<file path="config.mk">
export PLATFORM = sky130hd
export DESIGN_NAME = json_string_unescape_utf8
export DESIGN_NICKNAME = d
export VERILOG_FILES = /design/src/hdl/jsu_pkg.sv /design/src/hdl/jsu_front.sv /design/src/hdl/jsu_queue.sv /design/src/hdl/jsu_back.sv /design/src/hdl/json_string_unescape_utf8.sv
export VERILOG_INCLUDE_DIRS = /design/src /design/src/hdl
export SDC_FILE = /design/constraint.sdc
export NUM_CORES = 1
export LEC_CHECK = 0
export BUFFER_PORTS_ARGS = -buffer_cell sky130_fd_sc_hd__buf_4
export CAP_MARGIN = 0
export CORE_UTILIZATION = 60
export CTS_BUF_LIST = sky130_fd_sc_hd__clkbuf_4
export CTS_CLUSTER_DIAMETER = 30
export DETAILED_ROUTE_END_ITERATION = 7
export HOLD_SLACK_MARGIN = 0.03
export PLACE_DENSITY = 0.74
export SLEW_MARGIN = 20
export SYNTH_ARGS = -nofsm -noshare
export SYNTH_HDL_FRONTEND = slang
export SYNTH_SLANG_ARGS = --single-unit
export TNS_END_PERCENT = 1
</file>
<file path="constraint.sdc">
create_clock -name clk -period 16.93 [get_ports clk]
set_input_delay 2.5395 -clock clk [delete_from_list [all_inputs] [get_ports clk]]
set_output_delay 2.5395 -clock clk [all_outputs]
set_load 0.02 [all_outputs]
</file>
<file path="src/hdl/assert_macros.svh">
// Assertion helpers shared by the RTL files.
`ifndef ASSERT_MACROS_SVH
`define ASSERT_MACROS_SVH

// Check a property on every rising clk edge outside reset.
`define JSU_ASSERT(lbl, prop, msg) \
  lbl: assert property (@(posedge clk) disable iff (!rst_n) (prop)) else $error(msg);

// Check a property on every rising clk edge, reset included.
`define JSU_ASSERT_ALWAYS(lbl, prop, msg) \
  lbl: assert property (@(posedge clk) (prop)) else $error(msg);

`endif

</file>
<file path="src/hdl/jsu_pkg.sv">
package jsu_pkg;

  // Parser modes
  typedef enum logic [2:0] {
    MODE_IDLE     = 3'd0,
    MODE_TEXT     = 3'd1,
    MODE_ESC      = 3'd2,
    MODE_HEX      = 3'd3,
    MODE_HELD     = 3'd4,
    MODE_HELD_ESC = 3'd5
  } mode_t;

  // Characters with a meaning to the parser
  localparam logic [7:0] CH_NUL    = 8'h00;
  localparam logic [7:0] CH_QUOTE  = 8'h22;
  localparam logic [7:0] CH_BSLASH = 8'h5C;
  localparam logic [7:0] CH_U      = 8'h75;
  localparam logic [7:0] CH_B      = 8'h62;
  localparam logic [7:0] CH_F      = 8'h66;
  localparam logic [7:0] CH_N      = 8'h6E;
  localparam logic [7:0] CH_R      = 8'h72;
  localparam logic [7:0] CH_T      = 8'h74;

  // Control bytes produced by short escapes
  localparam logic [7:0] CTL_BS = 8'h08;
  localparam logic [7:0] CTL_FF = 8'h0C;
  localparam logic [7:0] CTL_LF = 8'h0A;
  localparam logic [7:0] CTL_CR = 8'h0D;
  localparam logic [7:0] CTL_HT = 8'h09;

  localparam logic [15:0] SURR_HI_BASE = 16'hD800;
  localparam logic [15:0] SURR_LO_BASE = 16'hDC00;
  localparam logic [20:0] SUPP_BASE    = 21'h10000;
  localparam int          MAX_BYTES    = 4;

  // Bytes caused by one input item
  typedef struct packed {
    logic [3:0][7:0] bytes;
    logic [2:0]      cnt;
  } emit_t;

  // One queued group: the results of one input item
  typedef struct packed {
    logic [3:0][7:0] bytes;
    logic [2:0]      cnt;
    logic            str_end;
    logic            unterm;
  } grp_t;

  typedef struct packed {
    logic       ok;
    logic [3:0] val;
  } hex_t;

  // Encode a code point as UTF-8; zero gives no bytes
  function automatic emit_t jsu_encode(input logic [20:0] cp);
    emit_t e;
    e = '0;
    if (cp == 21'd0) begin
      e.cnt = 3'd0;
    end else if (cp < 21'h80) begin
      e.bytes[0] = cp[7:0];
      e.cnt      = 3'd1;
    end else if (cp < 21'h800) begin
      e.bytes[0] = 8'hC0 | {3'd0, cp[10:6]};
      e.bytes[1] = 8'h80 | {2'd0, cp[5:0]};
      e.cnt      = 3'd2;
    end else if (cp < 21'h10000) begin
      e.bytes[0] = 8'hE0 | {4'd0, cp[15:12]};
      e.bytes[1] = 8'h80 | {2'd0, cp[11:6]};
      e.bytes[2] = 8'h80 | {2'd0, cp[5:0]};
      e.cnt      = 3'd3;
    end else begin
      e.bytes[0] = 8'hF0 | {5'd0, cp[20:18]};
      e.bytes[1] = 8'h80 | {2'd0, cp[17:12]};
      e.bytes[2] = 8'h80 | {2'd0, cp[11:6]};
      e.bytes[3] = 8'h80 | {2'd0, cp[5:0]};
      e.cnt      = 3'd4;
    end
    return e;
  endfunction

  // Decode one hex digit
  function automatic hex_t jsu_hex(input logic [7:0] b);
    hex_t h;
    h = '0;
    if (b inside {[8'h30:8'h39]}) begin
      h.ok  = 1'b1;
      h.val = 4'(b - 8'h30);
    end else if (b inside {[8'h61:8'h66]}) begin
      h.ok  = 1'b1;
      h.val = 4'(b - 8'h57);
    end else if (b inside {[8'h41:8'h46]}) begin
      h.ok  = 1'b1;
      h.val = 4'(b - 8'h37);
    end
    return h;
  endfunction

  // Map the byte after a backslash to its output byte
  function automatic logic [7:0] jsu_esc_map(input logic [7:0] b);
    logic [7:0] r;
    case (b)
      CH_B:    r = CTL_BS;
      CH_F:    r = CTL_FF;
      CH_N:    r = CTL_LF;
      CH_R:    r = CTL_CR;
      CH_T:    r = CTL_HT;
      default: r = b;
    endcase
    return r;
  endfunction

endpackage

</file>
<file path="src/hdl/jsu_front.sv">
module jsu_front
  import jsu_pkg::*;
(
  input  logic       clk,
  input  logic       rst_n,
  input  logic       in_valid,
  output logic       in_ready,
  input  logic [7:0] in_byte,
  input  logic       in_first,
  input  logic       q_full,
  output logic       q_push,
  output grp_t       q_data
);

  mode_t       mode_r, mode_nxt;
  logic [2:0]  digits_r, digits_nxt;
  logic [15:0] acc_r, acc_nxt;
  logic        stopped_r, stopped_nxt;
  logic [15:0] held_r, held_nxt;
  logic        low_r, low_nxt;

  logic        accept;
  logic        is_nul, is_quote, is_bs, is_u;
  logic        text_act, esc_act, emit_held, hex_mode;
  logic        hex_start, hex_done, hold_new;
  hex_t        hx;
  logic [2:0]  digits_inc;
  logic [15:0] acc_step, acc_fin;
  logic        stopped_step;
  logic [20:0] cp_low, cp_sel;
  logic        emit_en, push_en, end_en, unterm_en;
  logic [7:0]  push_byte;
  emit_t       enc;
  grp_t        grp;

  assign in_ready = !q_full;
  assign accept   = in_valid && in_ready;

  // Classify the incoming byte
  assign is_nul   = (in_byte == CH_NUL);
  assign is_quote = (in_byte == CH_QUOTE);
  assign is_bs    = (in_byte == CH_BSLASH);
  assign is_u     = (in_byte == CH_U);
  assign hx       = jsu_hex(in_byte);

  // Decide which handler the byte goes to
  assign emit_held = ((mode_r == MODE_HELD) && !is_bs) || ((mode_r == MODE_HELD_ESC) && !is_u);
  assign text_act  = (mode_r == MODE_TEXT) || ((mode_r == MODE_HELD) && !is_bs);
  assign esc_act   = (mode_r == MODE_ESC) || ((mode_r == MODE_HELD_ESC) && !is_u);
  assign hex_mode  = (mode_r == MODE_HEX);
  assign hex_start = (esc_act && is_u) || ((mode_r == MODE_HELD_ESC) && is_u);

  // Step the hex run
  assign digits_inc   = 3'(digits_r + 3'd1);
  assign acc_step     = (!stopped_r && hx.ok) ? {acc_r[11:0], hx.val} : acc_r;
  assign stopped_step = stopped_r || !hx.ok;
  assign acc_fin      = is_nul ? acc_r : acc_step;
  assign hex_done     = hex_mode && (is_nul || (digits_inc >= 3'd4));
  assign hold_new     = hex_done && !is_nul && !low_r &&
                        (acc_fin >= SURR_HI_BASE) && (acc_fin < SURR_LO_BASE);

  // Combine a surrogate pair; the held half always lies in the high range
  assign cp_low = SUPP_BASE + {1'b0, held_r[9:0], 10'd0} + {5'd0, acc_fin} - {5'd0, SURR_LO_BASE};

  // Next parser mode
  always_comb begin
    mode_nxt = mode_r;
    if (in_first) begin
      mode_nxt = MODE_TEXT;
    end else begin
      case (mode_r)
        MODE_TEXT, MODE_HELD: begin
          if ((mode_r == MODE_HELD) && is_bs) mode_nxt = MODE_HELD_ESC;
          else if (is_nul || is_quote)        mode_nxt = MODE_IDLE;
          else if (is_bs)                     mode_nxt = MODE_ESC;
          else                                mode_nxt = MODE_TEXT;
        end
        MODE_ESC, MODE_HELD_ESC: begin
          if (is_u)        mode_nxt = MODE_HEX;
          else if (is_nul) mode_nxt = MODE_IDLE;
          else             mode_nxt = MODE_TEXT;
        end
        MODE_HEX: begin
          if (is_nul)              mode_nxt = MODE_IDLE;
          else if (hold_new)       mode_nxt = MODE_HELD;
          else if (hex_done)       mode_nxt = MODE_TEXT;
          else                     mode_nxt = MODE_HEX;
        end
        default: mode_nxt = MODE_IDLE;
      endcase
    end
  end

  // Select the code point and the single byte to emit
  always_comb begin
    emit_en   = 1'b0;
    cp_sel    = 21'd0;
    push_en   = 1'b0;
    push_byte = in_byte;
    end_en    = 1'b0;
    unterm_en = 1'b0;
    if (emit_held) begin
      emit_en = 1'b1;
      cp_sel  = {5'd0, held_r};
    end else if (hex_done && low_r) begin
      emit_en = 1'b1;
      cp_sel  = cp_low;
    end else if (hex_done && !hold_new) begin
      emit_en = 1'b1;
      cp_sel  = {5'd0, acc_fin};
    end
    if (text_act) begin
      if (is_nul || is_quote) begin
        end_en    = 1'b1;
        unterm_en = is_nul;
      end else if (!is_bs) begin
        push_en = 1'b1;
      end
    end else if (esc_act) begin
      if (is_nul) begin
        end_en    = 1'b1;
        unterm_en = 1'b1;
      end else if (!is_u) begin
        push_en   = 1'b1;
        push_byte = jsu_esc_map(in_byte);
      end
    end else if (hex_mode && is_nul) begin
      end_en    = 1'b1;
      unterm_en = 1'b1;
    end
  end

  // Build the result group
  always_comb begin
    enc         = jsu_encode(emit_en ? cp_sel : 21'd0);
    grp.bytes   = enc.bytes;
    grp.cnt     = enc.cnt;
    grp.str_end = end_en;
    grp.unterm  = unterm_en;
    if (push_en) begin
      grp.bytes[enc.cnt[1:0]] = push_byte;
      grp.cnt                 = 3'(enc.cnt + 3'd1);
    end
  end

  assign q_push = accept && !in_first && ((grp.cnt != 3'd0) || grp.str_end);
  assign q_data = grp;

  // Next hex and surrogate state
  always_comb begin
    digits_nxt  = digits_r;
    acc_nxt     = acc_r;
    stopped_nxt = stopped_r;
    held_nxt    = held_r;
    low_nxt     = low_r;
    if (in_first) begin
      digits_nxt  = 3'd0;
      acc_nxt     = 16'd0;
      stopped_nxt = 1'b0;
      held_nxt    = 16'd0;
      low_nxt     = 1'b0;
    end else if (hex_start) begin
      digits_nxt  = 3'd0;
      acc_nxt     = 16'd0;
      stopped_nxt = 1'b0;
      low_nxt     = (mode_r == MODE_HELD_ESC);
    end else if (hex_mode) begin
      if (!is_nul) begin
        digits_nxt  = digits_inc;
        acc_nxt     = acc_step;
        stopped_nxt = stopped_step;
      end
      if (hex_done) low_nxt = 1'b0;
      if (hold_new) held_nxt = acc_fin;
    end
  end

  // Update state on each accepted transaction
  always_ff @(posedge clk) begin
    if (!rst_n) begin
      mode_r    <= MODE_IDLE;
      digits_r  <= 3'd0;
      acc_r     <= 16'd0;
      stopped_r <= 1'b0;
      held_r    <= 16'd0;
      low_r     <= 1'b0;
    end else if (accept) begin
      mode_r    <= mode_nxt;
      digits_r  <= digits_nxt;
      acc_r     <= acc_nxt;
      stopped_r <= stopped_nxt;
      held_r    <= held_nxt;
      low_r     <= low_nxt;
    end
  end

endmodule

</file>
<file path="src/hdl/jsu_queue.sv">
`include "assert_macros.svh"

module jsu_queue
  import jsu_pkg::*;
#(
  parameter int DEPTH = 4
) (
  input  logic clk,
  input  logic rst_n,
  input  logic push,
  input  grp_t push_data,
  input  logic pop,
  output grp_t pop_data,
  output logic empty,
  output logic full
);

  localparam int PTR_W = (DEPTH > 1) ? $clog2(DEPTH) : 1;
  localparam int CNT_W = $clog2(DEPTH + 1);

  grp_t             mem_r [DEPTH];
  logic [PTR_W-1:0] wr_ptr_r, wr_ptr_nxt;
  logic [PTR_W-1:0] rd_ptr_r, rd_ptr_nxt;
  logic [CNT_W-1:0] count_r, count_nxt;

  assign empty    = (count_r == CNT_W'(0));
  assign full     = (count_r == CNT_W'(DEPTH));
  assign pop_data = mem_r[rd_ptr_r];

  // Advance pointers with wrap
  always_comb begin
    wr_ptr_nxt = wr_ptr_r;
    rd_ptr_nxt = rd_ptr_r;
    count_nxt  = count_r;
    if (push) wr_ptr_nxt = (wr_ptr_r == PTR_W'(DEPTH - 1)) ? '0 : PTR_W'(wr_ptr_r + 1'b1);
    if (pop)  rd_ptr_nxt = (rd_ptr_r == PTR_W'(DEPTH - 1)) ? '0 : PTR_W'(rd_ptr_r + 1'b1);
    if (push && !pop)      count_nxt = CNT_W'(count_r + 1'b1);
    else if (pop && !push) count_nxt = CNT_W'(count_r - 1'b1);
  end

  always_ff @(posedge clk) begin
    if (!rst_n) begin
      wr_ptr_r <= '0;
      rd_ptr_r <= '0;
      count_r  <= '0;
    end else begin
      wr_ptr_r <= wr_ptr_nxt;
      rd_ptr_r <= rd_ptr_nxt;
      count_r  <= count_nxt;
    end
  end

  // Store entries
  always_ff @(posedge clk) begin
    if (push) mem_r[wr_ptr_r] <= push_data;
  end

  `JSU_ASSERT(a_no_overflow, push |-> (!full || pop), "queue push while full")
  `JSU_ASSERT(a_no_underflow, pop |-> !empty, "queue pop while empty")
  `JSU_ASSERT(a_count_tracks, (push && !pop) |=> (count_r == CNT_W'($past(count_r) + 1'b1)), "queue count lost a push")

endmodule

</file>
<file path="src/hdl/jsu_back.sv">
`include "assert_macros.svh"

module jsu_back
  import jsu_pkg::*;
(
  input  logic       clk,
  input  logic       rst_n,
  input  logic       q_empty,
  input  grp_t       q_data,
  output logic       q_pop,
  output logic       out_valid,
  input  logic       out_ready,
  output logic [7:0] out_byte,
  output logic       out_byte_valid,
  output logic       out_string_end,
  output logic       out_unterminated,
  output logic       out_last
);

  grp_t       cur_r, cur_nxt;
  logic       valid_r, valid_nxt;
  logic [1:0] idx_r, idx_nxt;
  logic       has_data;

  // Present the current byte of the group
  assign has_data         = (cur_r.cnt != 3'd0);
  assign out_valid        = valid_r;
  assign out_byte_valid   = has_data;
  assign out_byte         = has_data ? cur_r.bytes[idx_r] : 8'd0;
  assign out_last         = !has_data || ({1'b0, idx_r} == 3'(cur_r.cnt - 3'd1));
  assign out_string_end   = out_last && cur_r.str_end;
  assign out_unterminated = out_last && cur_r.str_end && cur_r.unterm;

  // Load the next group once the current one is drained
  assign q_pop = !q_empty && (!valid_r || (out_ready && out_last));

  always_comb begin
    cur_nxt   = cur_r;
    valid_nxt = valid_r;
    idx_nxt   = idx_r;
    if (q_pop) begin
      cur_nxt   = q_data;
      valid_nxt = 1'b1;
      idx_nxt   = 2'd0;
    end else if (valid_r && out_ready) begin
      if (out_last) valid_nxt = 1'b0;
      else          idx_nxt   = 2'(idx_r + 2'd1);
    end
  end

  always_ff @(posedge clk) begin
    if (!rst_n) begin
      valid_r <= 1'b0;
      idx_r   <= 2'd0;
    end else begin
      valid_r <= valid_nxt;
      idx_r   <= idx_nxt;
    end
  end

  // Hold the group payload
  always_ff @(posedge clk) begin
    cur_r <= cur_nxt;
  end

  `JSU_ASSERT(a_idx_in_group, (valid_r && has_data) |-> ({1'b0, idx_r} < cur_r.cnt), "byte index past group end")
  `JSU_ASSERT(a_idx_steps, (valid_r && out_ready && !out_last) |=> (idx_r == 2'($past(idx_r) + 2'd1)), "byte index did not advance")
  `JSU_ASSERT_ALWAYS(a_reset_idle, !rst_n |=> !valid_r, "output valid after reset")

endmodule

</file>
<file path="src/hdl/json_string_unescape_utf8.sv">
// When idle, the first result passes through the queue and then the output register.
// Throughput: one input byte per cycle while each byte yields at most one result and
// out_ready stays high; in_ready falls while the queue is full. An item with several
// results holds the output serializer until all are taken, and a queue of QUEUE_DEPTH
// result groups lets the parser run ahead of the serializer meanwhile.
// Reset: synchronous, active low; clears the parser state, the queue and the output.
module json_string_unescape_utf8
  import jsu_pkg::*;
#(
  parameter int QUEUE_DEPTH = 4
) (
  input  logic       clk,
  input  logic       rst_n,
  input  logic       in_valid,
  output logic       in_ready,
  input  logic [7:0] in_byte,
  input  logic       in_first,
  output logic       out_valid,
  input  logic       out_ready,
  output logic [7:0] out_byte,
  output logic       out_byte_valid,
  output logic       out_string_end,
  output logic       out_unterminated,
  output logic       out_last
);

  logic q_push, q_pop, q_empty, q_full;
  grp_t q_wdata, q_rdata;

  // Parse and classify input bytes
  jsu_front u_front (
    .clk      (clk),
    .rst_n    (rst_n),
    .in_valid (in_valid),
    .in_ready (in_ready),
    .in_byte  (in_byte),
    .in_first (in_first),
    .q_full   (q_full),
    .q_push   (q_push),
    .q_data   (q_wdata)
  );

  // Buffer result groups
  jsu_queue #(
    .DEPTH (QUEUE_DEPTH)
  ) u_queue (
    .clk       (clk),
    .rst_n     (rst_n),
    .push      (q_push),
    .push_data (q_wdata),
    .pop       (q_pop),
    .pop_data  (q_rdata),
    .empty     (q_empty),
    .full      (q_full)
  );

  // Serialize groups into result transactions
  jsu_back u_back (
    .clk              (clk),
    .rst_n            (rst_n),
    .q_empty          (q_empty),
    .q_data           (q_rdata),
    .q_pop            (q_pop),
    .out_valid        (out_valid),
    .out_ready        (out_ready),
    .out_byte         (out_byte),
    .out_byte_valid   (out_byte_valid),
    .out_string_end   (out_string_end),
    .out_unterminated (out_unterminated),
    .out_last         (out_last)
  );

endmodule
</file>
Word-level counts from Yosys, hierarchy flattened
Memories as Yosys holds them, arrays and structs flattened. A register that Yosys moved wholly into a read port is not among the register bits. Index checks and enable logic that the tools add are counted.

Memories: 1. Word-level logic and storage cells: 218. Bits in writable memories: 148. Register bits after elaboration: 50. Output and inout bits: 14. Bits of input ports: 13.

Bitwise logic cells: 2. Muxes and demuxes: 83. Reduce and logical (&&, ||, !) cells: 73. Eq/ne operators: 19. $lt $le $gt $ge: 15. Add/subtract/negate cells: 14.

Memories: u_queue.mem_r (words 4, bits a word 37, read ports 1, clocked after Yosys merged registers in 1, wr ports 1, line jsu_queue.sv:21) `grp_t mem_r [DEPTH];`.

Operators by type and width (number): 16-bit 2-to-1 mux (11); 8-bit 2-to-1 mux (8); 21-bit 2-to-1 mux (3); 8-bit by 7-bit equality test with 1-bit output, second input constant (7); 8-bit one-hot mux with 5 select lines (1); 3-bit 2-to-1 mux (13); 35-bit 2-to-1 mux (1); 32-bit bitwise mux (1); 32-bit 2-to-1 mux (1); 1-bit 2-to-1 mux (30); 1-bit logical AND (28); 25-bit 2-to-1 mux (1); 24-bit 2-to-1 mux (1); 17-bit by 20-bit adder with 21-bit output, first input constant (1); 21-bit by 16-bit adder with 21-bit output (1); 21-bit logical NOT (1); 21-bit by 12-bit less-than comparator with 1-bit output, second input constant (1); 21-bit by 17-bit less-than comparator with 1-bit output, second input constant (1); 21-bit by 8-bit less-than comparator with 1-bit output, second input constant (1); 21-bit by 16-bit subtractor with 21-bit output, second input constant (1); 19-bit 2-to-1 mux (1); 8-bit binary-select mux with 2-bit select (1); 8-bit demux with 2-bit select (1); 16-bit greater-or-equal comparator, second input constant (1); other kinds (36) (89).

Depth between registers and ports, before layout
Depth after elaboration: 35. Gate-level depth with buffers: 32. Depth with buffers taken out: 28.

Hierarchy
A second synthesis with hierarchy kept.

Cells, all modules: 922. Area, all modules: 11736.3 µm².

By module, submodules not included: jsu_queue (area an instance 5853.1 µm², sequential area each 4624.4 µm², times used 1, cells an instance 237); jsu_front (area an instance 4285.4 µm², sequential area each 800.8 µm², times used 1, cells an instance 603); jsu_back (area an instance 1597.8 µm², sequential area each 1171.1 µm², times used 1, cells an instance 82).

Least setup slack after synthesis
No wires, ideal clock.

Path kind: input -> register. Start: input in_byte[0]. End: memory u_queue.mem_r[3][0] (netlist name) (enable). Path buffers: 5. Data required time: 16.532 ns. Arrival time: 8.348 ns. Slack: 8.184 ns. Library setup time: 0.398 ns. Cell stages on the path: 26. Path through: inv_1 > ha_1 > clkbuf_2 > or4b_4 > o2111ai_2 > o211a_1 > buf_6 > clkbuf_1 > mux2i_1 > ha_1 > inv_1 > ha_1 > fa_1 > a21o_1 > a21oi_1 > xnor2_1 > o31ai_1 > and3b_1 > nand3_1 > buf_2 > o21ai_0 > ha_1 > nand3b_1 > o221a_1 > buf_6 > and2_1.

Cells in the longest elaborated chain, start to end: 29. Elaborated cells between the ends (all ways): 78. Those cells by class: add/sub: 6; order compare: 11; eq/ne: 3; mux: 30; reduce/logical: 28.

RTL lines: start, declared (line json_string_unescape_utf8.sv:16) `input logic [7:0] in_byte,`; parallel branches: the longest is 25 deep, another holds 21-bit by 16-bit adder with 21-bit output; 1-bit logical OR * (line jsu_front.sv:146) `assign q_push = accept && !in_first && ((grp.cnt != 3'd0) || grp.str_end);`; 1-bit logical AND * (line jsu_front.sv:146); named net q_push (line json_string_unescape_utf8.sv:27) `logic q_push, q_pop, q_empty, q_full;`; 1-bit 2-to-1 mux * (line jsu_queue.sv:55) `if (push) mem_r[wr_ptr_r] <= push_data;`; 1-bit 2-to-1 mux (implied by the code) * (line jsu_queue.sv:55); end, declared (line jsu_queue.sv:21).

Mark *: on every way through the listed nets, which the timed path passes.

Worst setup path in the final report
Start: input in_byte[0]. End: register u_queue.count_r[2].

Cells in the longest elaborated chain, start to end: 30. Elaborated cells between the ends (all ways): 81. Those cells by class: add/sub: 6; order compare: 11; eq/ne: 3; mux: 29; reduce/logical: 32.

RTL lines: parallel branches: the longest is 25 deep, another holds 21-bit by 16-bit adder with 21-bit output; 1-bit logical OR * (line jsu_front.sv:146); 1-bit logical AND * (line jsu_front.sv:146); 1-bit logical NOT (line jsu_queue.sv:38) `else if (pop && !push) count_nxt = CNT_W'(count_r - 1'b1);`; 1-bit logical AND (line jsu_queue.sv:38); 2-bit nonzero test (no line); end signal, assigned (line jsu_queue.sv:49) `count_r <= count_nxt;`; end, declared (line jsu_queue.sv:24) `logic [CNT_W-1:0] count_r, count_nxt;`.

Mark *: on every way between the ends. A chain may end at the register's enable or synchronous reset.

==> results.cfg <==
[clocking]
postCtsHoldBufs = 0
cts_buffer_depth = 3
cts.htree.levels = 2
ctsResizeCount = 0
cts_setup_buffers = 0
root_buffer = clkbuf_4
tritoncts = built
cts_made_buffers = 59
clk_latency_ns = 0.71
clock-sinks = 235
path_clk_slew_ns = 0.06

[power_and_ir_drop]
clkPwrFrac_pct = 29.6
power_density_mw_per_mm2 = 121
p_switching_w = 0.000441
ir_worst_vdd_mv = 0.0923
p_int_w = 0.00109
p_comb_share_pct = 22.5
p_leak_nw = 4.38
swShare_pct = 28.8
sequentialPowerShare_pct = 47.9

[yosys]
syn_area_mm2 = 0.0115
syn_nets = 954
synth_area_leaders = edfxtp_1 (48%), mux4_2 (8.8%), dfxtp_1 (8.7%), ha_1 (3.1%), nand2_1 (3.0%)
synth-async-reset-ratio_pct = 0
ys_seq_area_share_pct = 56.8
synth_ff_type = edfxtp_1
ys_ff_latch = 235
yosys.area.top_type_share_pct = 48.2
synth_cells = 910
avgSynthCellArea_um2 = 12.7
synth_most_common_cell = edfxtp_1
yosysUniqueCellTypes = 85
yosys-top-cells-count = edfxtp_1 (185), nand2_1 (93), dfxtp_1 (50)
synth_edf_count = 185
synth_warnings = 0
yosysTopAreaCell = edfxtp_1

[grt]
grt_pass1_wl_mm = 43.8
antenna_found_initial = 1
grt_pass1_vias = 8087
grt_use_total_pct = 29.2
grt_max_degree = 53
gr-total-overflow = 0

[timing]
hold_viol = 0
finalClockSkew_ns = 0.0615
slew_violations = 0
fmax_mhz = 111
rsz0062_at_grt = false
setup_tns_ns = 0
finalCritPeriodShare_pct = 53.0
worst_slew_pin_slew_ns = 0.948
setup_viol = 0
timing.final.ws_setup_ns = 7.96
min_period_ns = 8.97
maxSlewHeadroom_pct = 36.2

[setup_path]
crit_required_ns = 17.54
arrival_ns = 9.59
reg2reg_setup_slack_ns = 10.26
cp_max_fo = 28
crit_type = primary input to flip-flop
worstSetupStartpoint = in_byte[0]
reg2reg_from = u_front.stopped_r$_SDFFE_PN0P_
r2r_end = u_queue.count_r[2]$_SDFFE_PN0P_
endpoint_kind = flip-flop
path_common_cell = ha_1
critPathMaxStageDelay_ns = 0.60
cp_top_family = adder cells
critPathBufInv = 5
r2r_cells = 26
worst-path-stages = 29
cp-start-kind = primary input
critical_path.endpoint = u_queue.count_r[2]$_SDFFE_PN0P_
slowest_stage = nand2_1

[layout]
instances_no_fill = 1248
nets = 1009
postLayoutCoreUtil_pct = 67.5
area.growth.synth_to_final_pct = 9.76
regArea_mm2 = 0.00656
fillers = 1343
multi_input_area_mm2 = 0.00468
drive_above_1_share_pct = 19.3

[job]
max_cap_violations = 0

[worst_hold_path]
min_path_type = flip-flop to flip-flop
hold_path.startpoint = u_front.held_r[14]$_SDFFE_PN0P_
worstHoldPathCells = 2

[placed_design]
gp_congestion = 0.922
pre_cts_ws_ns = 7.42
hpwlAfterDp_mm = 19.1
dpl.cell_count = 1138
port-buffer-count = 26

[floorplan]
initial_utilization_pct = 61.5
die_h_um = 141
fp-row-count = 50
ioPinCount = 27
dieArea_mm2 = 0.0198
die_w_um = 141
coreArea_mm2 = 0.0188

[routing]
via_per_inst = 6.37
drt_iter0_drc = 561
detail-route-antenna-nets = 0
drc = 0
avgRoutedWirePerCell_um = 22.2
first_pass_iters = 6
vias = 7949
drt_wl_total_mm = 27.7

[run_status]
status = finished, final reports clean
-- power by group through the flow --
stage / Combinational [W] / Sequential (W) / Clock [W]
after global placement: 0.000338 / 0.000742 / 0
final: 0.000344 / 0.000733 / 0.000453
after detailed placement: 0.000346 / 0.000746 / 0
after floorplan: 0.000252 / 0.000734 / 0
after CTS: 0.000347 / 0.000734 / 0.000467
after global routing: 0.000372 / 0.000738 / 0.000494
-- stage by stage --
step | area [um^2] | hold WS (ns) | total power (W)
2_1_floorplan | 11500 | 0.444 | 0.000986
3_3_place_gp | 11900 | 0.473 | 0.00108
3_5_place_dp | 11900 | 0.483 | 0.00109
4_1_cts | 12700 | 0.491 | 0.00155
5_1_grt | 12700 | 0.530 | 0.00160
6_report | 12700 | 0.485 | 0.00153
-- per-layer routing --
layer	vias up	share of wire, %	global-route usage (%)	wire, um
met1	3945	42	36.8	11500
li1	3672	-	-	-
met5	-	0	0	0
met2	268	51	50.8	14100
met3	64	5.0	4.79	1390
met4	0	2.6	11.0	727
-- layout make-up --
cell class	count	share of cell area, %
repair buffers	39	2.31
well taps	234	2.31
diodes	1	0.0198
clock inverters	25	0.909
inverters	23	0.682
clock buffers	84	4.98
flip-flops and latches	235	51.8
multi-input cells	607	37.0
-- cells in the final DEF (no fill, tap or decap), types with 5 or more instances in the layout --
master	n
a211oi_1	5
a21boi_0	9
a21o_1	7
a21oi_1	37
a22oi_1	16
a31oi_1	8
and2_1	26
and3_1	11
buf_4	39
clkbuf_4	84
clkinv_1	18
dfxtp_1	49
edfxtp_1	185
ha_1	29
inv_1	23
mux2i_1	20
mux4_2	45
nand2_1	93
nand3_1	11
nor2_1	44
nor2b_1	39
nor3_1	21
nor4_1	7
o21ai_0	45
o21ai_1	5
o22ai_1	11
or3_1	11
xnor2_1	10
xor2_1	5
-- worst register-to-register path: cells and delay by family (launching register included) --
| kind | cells | cell delay, ns |
|---|---|---|
| flops | 1 | 0.36 |
| simple gates | 8 | 1.75 |
| fa+ha+maj | 6 | 1.81 |
| xor+xnor | 1 | 0.17 |
| compound gates | 7 | 1.79 |
| mux | 1 | 0.19 |
| buf+inv | 3 | 0.51 |
-- worst min path at each step --
stage	end
floorplan	u_front.held_r[14]$_SDFFE_PN0P_
global placement	u_front.held_r[14]$_SDFFE_PN0P_
detailed placement	u_front.held_r[14]$_SDFFE_PN0P_
CTS	u_front.held_r[14]$_SDFFE_PN0P_
global route	u_front.held_r[13]$_SDFFE_PN0P_
finish	u_front.held_r[14]$_SDFFE_PN0P_
-- kinds of logic (layout without fill, tap and decap cells) --
family,count (synthesis),in the layout,synth area share [%]
simple gates,294,294,13.4
flops,235,235,56.8
compound gates,200,200,11.8
buf+inv,68,171,2.56
mux,67,67,10.7
fa+ha+maj,31,31,3.49
xor+xnor,15,15,1.14
other cells,0,1,0
-- sequential cells by signal, indices dropped and copies added (netlist names), 2 cells and up --
| name | cells |
|---|---|
| u_front.acc_r | 16 |
| u_queue.wr_ptr_r | 2 |
| u_back.cur_r | 37 |
| u_queue.mem_r | 148 |
| u_front.digits_r | 3 |
| u_back.idx_r | 2 |
| u_front.held_r | 16 |
| u_queue.rd_ptr_r | 2 |
| u_queue.count_r | 3 |
| u_front.mode_r | 3 |
No activity file was read; power rests on OpenSTA's default activity.
